[src/rtl/core/xgec_pkg.sv]
// Package for the 3x3 XOR grid erasure codec: shard indexes, grid layout,
// per-shard recovery recipes and the functions that build them.
// No dependencies; used by the interfaces, the top level and the checker.
package xgec_pkg;

  localparam int NumShards     = 9;
  localparam int NumDataShards = 4;
  localparam int NumParShards  = 5;
  localparam int NumRounds     = 9;
  localparam logic [7:0] LINE_MARK = 8'h80;

  // Configuration register indexes.
  localparam logic REG_MODE    = 1'b0;
  localparam logic REG_PRESENT = 1'b1;

  // Mode codes.
  localparam logic MODE_ENCODE = 1'b0;
  localparam logic MODE_DECODE = 1'b1;

  localparam logic [NumShards-1:0] PRESENT_RESET = 9'h1FF;

  typedef logic [3:0] shard_idx_t;
  typedef logic [3:0] round_cnt_t;

  // Grid rows; columns are read down the same table.
  localparam shard_idx_t GRID [3][3] = '{
    '{4'd0, 4'd1, 4'd4},
    '{4'd3, 4'd2, 4'd6},
    '{4'd7, 4'd5, 4'd8}
  };

  // How one output shard is formed: the XOR of the input shards in src,
  // plus the line mark when mark is set. An unknown shard has no sources.
  typedef struct packed {
    logic                 known;
    logic [NumShards-1:0] src;
    logic                 mark;
  } shard_rcp_t;

  typedef shard_rcp_t [NumShards-1:0] rcp_vec_t;

  typedef enum logic [1:0] {
    ST_IDLE,
    ST_LOAD,
    ST_PEEL
  } bld_state_t;

  // Fixed recipes for encode: data passes through, parity from data.
  function automatic rcp_vec_t encode_recipe();
    rcp_vec_t r;
    for (int k = 0; k < NumShards; k++) begin
      r[k].known = 1'b1;
      r[k].src   = '0;
      r[k].mark  = 1'b1;
    end
    for (int k = 0; k < NumDataShards; k++) begin
      r[k].src[k] = 1'b1;
      r[k].mark   = 1'b0;
    end
    r[4].src = 9'b0_0000_0011;
    r[5].src = 9'b0_0000_0110;
    r[6].src = 9'b0_0000_1100;
    r[7].src = 9'b0_0000_1001;
    r[8].src = 9'b0_0000_1111;
    return r;
  endfunction

  // Starting recipes for decode: present shards stand for themselves.
  function automatic rcp_vec_t decode_init(logic [NumShards-1:0] present);
    rcp_vec_t r;
    for (int k = 0; k < NumShards; k++) begin
      r[k].known  = present[k];
      r[k].src    = '0;
      r[k].src[k] = present[k];
      r[k].mark   = 1'b0;
    end
    return r;
  endfunction

  // Fill the single unknown member of one line, if there is exactly one.
  function automatic rcp_vec_t fill_line(rcp_vec_t r, shard_idx_t a, shard_idx_t b,
                                         shard_idx_t c);
    shard_idx_t           m [3];
    logic [1:0]           miss;
    shard_idx_t           slot;
    logic [NumShards-1:0] acc_src;
    logic                 acc_mark;
    rcp_vec_t             q;
    m[0]     = a;
    m[1]     = b;
    m[2]     = c;
    miss     = 2'd0;
    slot     = a;
    acc_src  = '0;
    acc_mark = 1'b1;
    q        = r;
    for (int i = 0; i < 3; i++) begin
      if (!r[m[i]].known) begin
        miss = miss + 2'd1;
        slot = m[i];
      end else begin
        acc_src  = acc_src ^ r[m[i]].src;
        acc_mark = acc_mark ^ r[m[i]].mark;
      end
    end
    if (miss == 2'd1) begin
      q[slot].known = 1'b1;
      q[slot].src   = acc_src;
      q[slot].mark  = acc_mark;
    end
    return q;
  endfunction

  // One peeling round: row j then column j, for j from 0 to 2.
  function automatic rcp_vec_t peel_round(rcp_vec_t r);
    rcp_vec_t q;
    q = r;
    for (int j = 0; j < 3; j++) begin
      q = fill_line(q, GRID[j][0], GRID[j][1], GRID[j][2]);
      q = fill_line(q, GRID[0][j], GRID[1][j], GRID[2][j]);
    end
    return q;
  endfunction

endpackage

[src/rtl/core/xgec_if.sv]
// Channel interfaces for the XOR grid erasure codec: input items, results
// and configuration writes. Depends on xgec_pkg for the shard counts.
interface xgec_item_if
  import xgec_pkg::*;
  ();
  logic                       valid;
  logic                       ready;
  logic [8*NumDataShards-1:0] data_bytes;
  logic [8*NumParShards-1:0]  parity_bytes;

  modport source (output valid, output data_bytes, output parity_bytes, input ready);
  modport sink   (input valid, input data_bytes, input parity_bytes, output ready);
endinterface

interface xgec_result_if
  import xgec_pkg::*;
  ();
  logic                       valid;
  logic                       ready;
  logic [8*NumDataShards-1:0] data_out;
  logic [8*NumParShards-1:0]  parity_out;
  logic                       recovered;

  modport source (output valid, output data_out, output parity_out, output recovered,
                  input ready);
  modport sink   (input valid, input data_out, input parity_out, input recovered,
                  output ready);
endinterface

interface xgec_cfg_if
  import xgec_pkg::*;
  ();
  logic                 valid;
  logic                 ready;
  logic                 index;
  logic [NumShards-1:0] data;

  modport source (output valid, output index, output data, input ready);
  modport sink   (input valid, input index, input data, output ready);
endinterface

[src/rtl/core/xor_grid_erasure_codec.sv]
// XOR grid erasure codec, top level: recipe builder and two-stage datapath.
// Depends on xgec_pkg and the channel interfaces in xgec_if.sv.
//
// Usage:
//   item   - one byte-column per word: four data bytes and five parity bytes.
//   result - nine bytes after encode or recovery, plus the recovered flag.
//   cfg    - register writes: index 0 is the mode (0 encode, 1 decode),
//            index 1 the mask of present shards. Always ready.
// Every line of the 3x3 grid XORs to 0x80. Which shards can be rebuilt, and
// from which inputs, depends only on the mode and the mask, so after reset
// and after every register write a small builder works out one recipe per
// shard: a load step, then one peeling round per cycle, at most nine.
// The item channel is held not ready while the builder runs.
// After that one word is taken every cycle while the result side does not stall.
// An accepted word sits in an input register, then the XOR network chosen by
// the recipes feeds the result register. A stalled result holds in its
// register while the input register still takes one more word; input ready
// falls only when both are full. Reset is synchronous: both stages empty,
// mode encode, all shards present, and the builder runs once.
module xor_grid_erasure_codec
  import xgec_pkg::*;
(
  input  logic               clk,
  input  logic               rst,
  xgec_item_if.sink          item,
  xgec_result_if.source      result,
  xgec_cfg_if.sink           cfg
);

  logic                 mode;
  logic [NumShards-1:0] present;
  bld_state_t           state, state_next;
  round_cnt_t           round, round_next;
  rcp_vec_t             rcp, rcp_next;
  logic                 data_known;
  logic                 cfg_write;

  logic                 s1_valid;
  logic [7:0]           s1_byte [NumShards];
  logic                 s2_free;
  logic                 item_take;
  logic [7:0]           shard_out [NumShards];

  // Configuration registers.
  assign cfg.ready = 1'b1;
  assign cfg_write = cfg.valid && cfg.ready;

  always_ff @(posedge clk) begin
    if (rst) begin
      mode    <= MODE_ENCODE;
      present <= PRESENT_RESET;
    end else if (cfg_write) begin
      unique case (cfg.index)
        REG_MODE:    mode    <= cfg.data[0];
        REG_PRESENT: present <= cfg.data;
        default:     mode    <= mode;
      endcase
    end
  end

  // All four data shards have a recipe.
  always_comb begin
    data_known = 1'b1;
    for (int k = 0; k < NumDataShards; k++) begin
      data_known = data_known && rcp[k].known;
    end
  end

  // Recipe builder: next state.
  always_comb begin
    state_next = state;
    unique case (state)
      ST_IDLE: state_next = ST_IDLE;
      ST_LOAD: state_next = (mode == MODE_ENCODE) ? ST_IDLE : ST_PEEL;
      ST_PEEL: begin
        if (data_known || round == round_cnt_t'(NumRounds)) begin
          state_next = ST_IDLE;
        end
      end
      default: state_next = ST_LOAD;
    endcase
    if (cfg_write) begin
      state_next = ST_LOAD;
    end
  end

  // Recipe builder: recipe and round updates.
  always_comb begin
    rcp_next   = rcp;
    round_next = round;
    unique case (state)
      ST_IDLE: rcp_next = rcp;
      ST_LOAD: begin
        round_next = '0;
        rcp_next   = (mode == MODE_ENCODE) ? encode_recipe() : decode_init(present);
      end
      ST_PEEL: begin
        if (!data_known && round != round_cnt_t'(NumRounds)) begin
          rcp_next   = peel_round(rcp);
          round_next = round + round_cnt_t'(1);
        end
      end
      default: rcp_next = rcp;
    endcase
  end

  always_ff @(posedge clk) begin
    if (rst) begin
      state <= ST_LOAD;
      round <= '0;
    end else begin
      state <= state_next;
      round <= round_next;
    end
    rcp <= rcp_next;
  end

  // Handshake: the result register frees when empty or taken.
  assign s2_free    = !result.valid || result.ready;
  assign item.ready = (state == ST_IDLE) && (!s1_valid || s2_free);
  assign item_take  = item.valid && item.ready;

  // Input register.
  always_ff @(posedge clk) begin
    if (rst) begin
      s1_valid <= 1'b0;
    end else if (item_take) begin
      s1_valid <= 1'b1;
    end else if (s2_free) begin
      s1_valid <= 1'b0;
    end
    if (item_take) begin
      for (int k = 0; k < NumDataShards; k++) begin
        s1_byte[k] <= item.data_bytes[8*k +: 8];
      end
      for (int k = 0; k < NumParShards; k++) begin
        s1_byte[NumDataShards+k] <= item.parity_bytes[8*k +: 8];
      end
    end
  end

  // XOR network: each shard is its recipe's sources plus the line mark.
  always_comb begin
    for (int k = 0; k < NumShards; k++) begin
      shard_out[k] = rcp[k].mark ? LINE_MARK : 8'h00;
      for (int i = 0; i < NumShards; i++) begin
        if (rcp[k].src[i]) begin
          shard_out[k] = shard_out[k] ^ s1_byte[i];
        end
      end
    end
  end

  // Result register.
  always_ff @(posedge clk) begin
    if (rst) begin
      result.valid <= 1'b0;
    end else if (s2_free) begin
      result.valid <= s1_valid;
    end
    if (s2_free && s1_valid) begin
      for (int k = 0; k < NumDataShards; k++) begin
        result.data_out[8*k +: 8] <= shard_out[k];
      end
      for (int k = 0; k < NumParShards; k++) begin
        result.parity_out[8*k +: 8] <= shard_out[NumDataShards+k];
      end
      result.recovered <= data_known;
    end
  end

endmodule

[src/flat_wrapper.sv]
// flat-port wrapper written by rule: the top's interface ports become plain ports
module xor_grid_erasure_codec_flat import xgec_pkg::*;
  (clk, rst, item_valid, item_data_bytes, item_parity_bytes, item_ready, result_valid, result_data_out, result_parity_out, result_recovered, result_ready, cfg_valid, cfg_index, cfg_data, cfg_ready);
  xgec_item_if item_i ();
  xgec_result_if result_i ();
  xgec_cfg_if cfg_i ();
  input  logic clk;
  input  logic rst;
  input wire logic [$bits(item_i.valid)-1:0] item_valid;
  input wire logic [$bits(item_i.data_bytes)-1:0] item_data_bytes;
  input wire logic [$bits(item_i.parity_bytes)-1:0] item_parity_bytes;
  output wire logic [$bits(item_i.ready)-1:0] item_ready;
  output wire logic [$bits(result_i.valid)-1:0] result_valid;
  output wire logic [$bits(result_i.data_out)-1:0] result_data_out;
  output wire logic [$bits(result_i.parity_out)-1:0] result_parity_out;
  output wire logic [$bits(result_i.recovered)-1:0] result_recovered;
  input wire logic [$bits(result_i.ready)-1:0] result_ready;
  input wire logic [$bits(cfg_i.valid)-1:0] cfg_valid;
  input wire logic [$bits(cfg_i.index)-1:0] cfg_index;
  input wire logic [$bits(cfg_i.data)-1:0] cfg_data;
  output wire logic [$bits(cfg_i.ready)-1:0] cfg_ready;
  assign item_i.valid = item_valid;
  assign item_i.data_bytes = item_data_bytes;
  assign item_i.parity_bytes = item_parity_bytes;
  assign item_ready = item_i.ready;
  assign result_valid = result_i.valid;
  assign result_data_out = result_i.data_out;
  assign result_parity_out = result_i.parity_out;
  assign result_recovered = result_i.recovered;
  assign result_i.ready = result_ready;
  assign cfg_i.valid = cfg_valid;
  assign cfg_i.index = cfg_index;
  assign cfg_i.data = cfg_data;
  assign cfg_ready = cfg_i.ready;
  xor_grid_erasure_codec u_core (.clk(clk), .rst(rst), .item(item_i), .result(result_i), .cfg(cfg_i));
endmodule
[config.mk]
export PLATFORM = sky130hd
export DESIGN_NAME = xor_grid_erasure_codec_flat
export DESIGN_NICKNAME = d
export VERILOG_FILES = /design/src/rtl/core/xgec_pkg.sv /design/src/rtl/core/xgec_if.sv /design/src/rtl/core/xor_grid_erasure_codec.sv /design/src/flat_wrapper.sv
export SDC_FILE = /design/constraint.sdc
export NUM_CORES = 1
export LEC_CHECK = 0
export ABC_AREA = 1
export BUFFER_PORTS_ARGS = -buffer_cell sky130_fd_sc_hd__buf_2
export CAP_MARGIN = 20
export CELL_PAD_IN_SITES_DETAIL_PLACEMENT = 1
export CELL_PAD_IN_SITES_GLOBAL_PLACEMENT = 1
export CORE_MARGIN = 2
export CORE_UTILIZATION = 40
export CTS_CLUSTER_DIAMETER = 200
export DETAILED_ROUTE_END_ITERATION = 10
export GPL_TIMING_DRIVEN = 1
export PLACE_DENSITY = 0.77
export SYNTH_ARGS = -nofsm -noshare
export SYNTH_HDL_FRONTEND = slang
export SYNTH_SLANG_ARGS = --single-unit
[constraint.sdc]
create_clock -name clk -period 9 [get_ports clk]
set_clock_uncertainty 0.2 [all_clocks]
set_input_delay 1.8 -clock clk [delete_from_list [all_inputs] [get_ports clk]]
set_output_delay 1.8 -clock clk [all_outputs]
set_load 0.03 [all_outputs]
==> metrics.md <==
| Metric | Value |
|---|---|
| Yosys top cell area share | between 30% and 40% |
| Wire length per cell | 24.2 µm |
| Share of layout cells above drive strength 1 | between 10% and 20% |
| Vias per cell | 5.51 |
| Routed via count | approximately 21000 |
| Mapped Cells | 3009 |
| I/O Pins | 163 |
| Filler Cells Inserted | 6909 |
| Sequential share of the synthesized area | between 30% and 40% |
| Reg clk slew, reported paths | 0.06 ns |
| Area growth syn-to-layout | 9.25% |
| Synth cell types | 40 |
| Initial core utilization | between 40% and 50% |
| Worst path max stage delay | 0.71 ns |
| Layout Cells excl Fill | 3779 |
| Final wirelength | 91.4 mm |
| PwrDens | 159 nW/µm² |
| Post-placement cell count | roughly 3700 |
| Maximum number of pins on one net before global-route repair | 66 |
| Fmax | 0.131 GHz |
| GRT overflow | 0 |
| # diodes | 0 |
| Die height | around 240 µm |
| Syn. warnings | 0 |
| Remaining DRCs | 0 |
| Clock Sinks | approximately 260 |
| Maximum vdd drop | 109 µV |
| GPL Wtd Cong | around 0.97 |
| CTS root buf | clkbuf_16 |
| Worst Hold Class | reg -> reg |
| Clock Path Buffers | 3 |
| Chip width | 241 µm |
| Slew Limit Fails | 0 |
| Crit path max-delay cell type | edfxtp_1 |
| Mapped cell area | approximately 22000 µm² |
| Vias in the first global route | 21300 |
| Number of DRC markers in iteration 0 | 1436 |
| Final antenna-violating net count | 0 |
| Setup ws final | 1.35 ns |
| Crit end category | flip-flop |
| Hpwl dp | 70.4 mm |
| Total track usage | between 30% and 40% |
| Worst Path Required | between 9 and 10 ns |
| #FFs+latches synth | 262 |
| CP most frequent cell | inv_1 |
| Max FO, Critical Path | 24 |
| CTS tree | yes |
| Final hold vios | 0 |
| Synth top area cells | edfxtp_1 33%, nand2_1 18%, xnor2_1 16%, xor2_1 8.4%, inv_1 4.4% |
| Final Setup Violations | 0 |
| Worst-Skew Late Latency | 0.56 ns |
| Max-cap violations | 0 |
| Die area | 57900 µm² |
| First-pass GRT wire length | 133 mm |
| Post-synth top area cell | edfxtp_1 |
| Syn Area/Cell | 7.45 µm² |
| Total Nets Final | 3109 |
| Clock buffer count from CTS | 34 |
| FP Rows | 86 |
| Post_cts resized | 0 |
| Critical Path Source Type | flip-flop |
| Initial antenna violation count | 1 |
| Worst Path Arrival | between 7 and 8 ns |
| Slew headroom | 25.5% |
| Hold_buf cts | 0 |
| Post-CTS setup buffers | 0 |
| Unrepaired setup endpoints after global routing | no |
| Crit Path Class | reg -> reg |
| Status | finished clean |
| Syn nets | 3110 |
| I/O Buffers | ~160 |
| Place WS | 1.41 ns |
| Final min period | 7.65 ns |
| CTS H-tree lvls | 2 |
| P_leak | between 10 and 15 nW |
| First-pass DRT Iterations | 5 |
| Final hold slack | 0.271 ns |
| Core area | approximately 55000 µm² |
| Least-Margin Pin Slew | 1.11 ns |
| Fin crit share | about 85% |
| Setup TNS | 0 ns |
==> power breakdown <==
part / leakage (nW) / switching, W / internal, W / total, W
registers: 2.48 / 0.000173 / 0.00143 / 0.00160
clock network: 0.534 / 0.000582 / 0.000810 / 0.00139
logic: 7.36 / 0.000558 / 0.000348 / 0.000906
==> through the flow <==
step           instance area (µm²)  total power [W]  util, %
6_report                     24500          0.00390     44.4
2_1_floorplan                22400          0.00221        -
3_3_place_gp                 23400          0.00248     42.4
4_1_cts                      24500          0.00391     44.4
5_1_grt                      24500          0.00404     44.4
3_5_place_dp                 23400          0.00251     42.4
==> flip-flops by register name, summed over array words and instances (netlist names), 2 cells and up <==
register / flops
u_core.rcp: 99
u_core.present: 9
u_core.round: 4
u_core.s1_byte: 72
u_core.result.data_out: 32
u_core.state: 2
u_core.result.parity_out: 40
==> worst paths after layout <==
check | end | slack, ns | from | cells past startpoint
min reg2reg | u_core.present[2] | 0.27 | u_core.present[2] | 2
max reg2reg | u_core.rcp[66] | 1.35 | u_core.rcp[10] | 35
min | u_core.present[2] | 0.27 | u_core.present[2] | 2
max | u_core.rcp[66] | 1.35 | u_core.rcp[10] | 35
==> synthesized netlist by cell type (all sizes together) <==
library cell	n
nand2	1123
xnor2	404
inv	267
edfxtp	244
xor2	216
nand3	168
clkbuf	148
o21ai	78
buf	66
a21oi	62
nor2	48
or2	42
nand4	30
o211ai	26
dfxtp	18
ha	14
a311o	11
nand3b	10
nor3	8
a31oi	7
clkinv	4
o21bai	4
o31ai	3
a32oi	2
o22ai	2
a211oi	1
a22oi	1
conb	1
o21a	1
==> placed cells by master (no fill, tap or decap), types with 43 or more instances in the layout <==
cell,count
edfxtp_1,244
xor2_1,216
inv_1,262
nor2_1,43
nand3_1,141
xnor2_1,404
o21ai_0,75
nand2_1,1098
a21oi_1,61
buf_2,161
==> critical path: cells and delay by family, from the launching register on <==
family	cells	cell delay (ns)
DFF	1	0.71
and+or+nand+nor	17	2.46
adders and majority gates	5	1.51
buffers and inverters	11	2.31
AOI/OAI and AO/OA	2	0.18
==> kinds of logic (layout without fill, tap and decap cells) <==
kind of cell    after synthesis  count (layout)  share of synthesized area, %
simple gates               1429            1429                          26.9
xor+xnor                    620             620                          24.2
buf+inv                     485             507                          8.64
flops                       262             262                          34.3
compound gates              198             198                          5.15
fa+ha+maj                    14              14                         0.782
other cells                   1               1                        0.0167
==> layout make-up <==
type                            instances  area (µm²)  area share, %
Clock buffer                           37         862           3.52
Inverter                              271        1020           4.15
Tap cell                              748         936           3.82
Timing Repair Buffer                  177         926           3.78
Sequential cell                       262        7690           31.4
Clock inverter                         22         230          0.940
Multi-Input combinational cell       2262       12800           52.4
==> metal layers <==
metal,vias up,part of all wire [%],track usage [%]
li1,9372,-,-
met1,10400,38,35.3
met2,766,50,56.1
met3,257,6.3,5.06
met4,0,5.7,17.0
met5,-,0,0
Note: power is estimated with default switching activity, not from simulation.
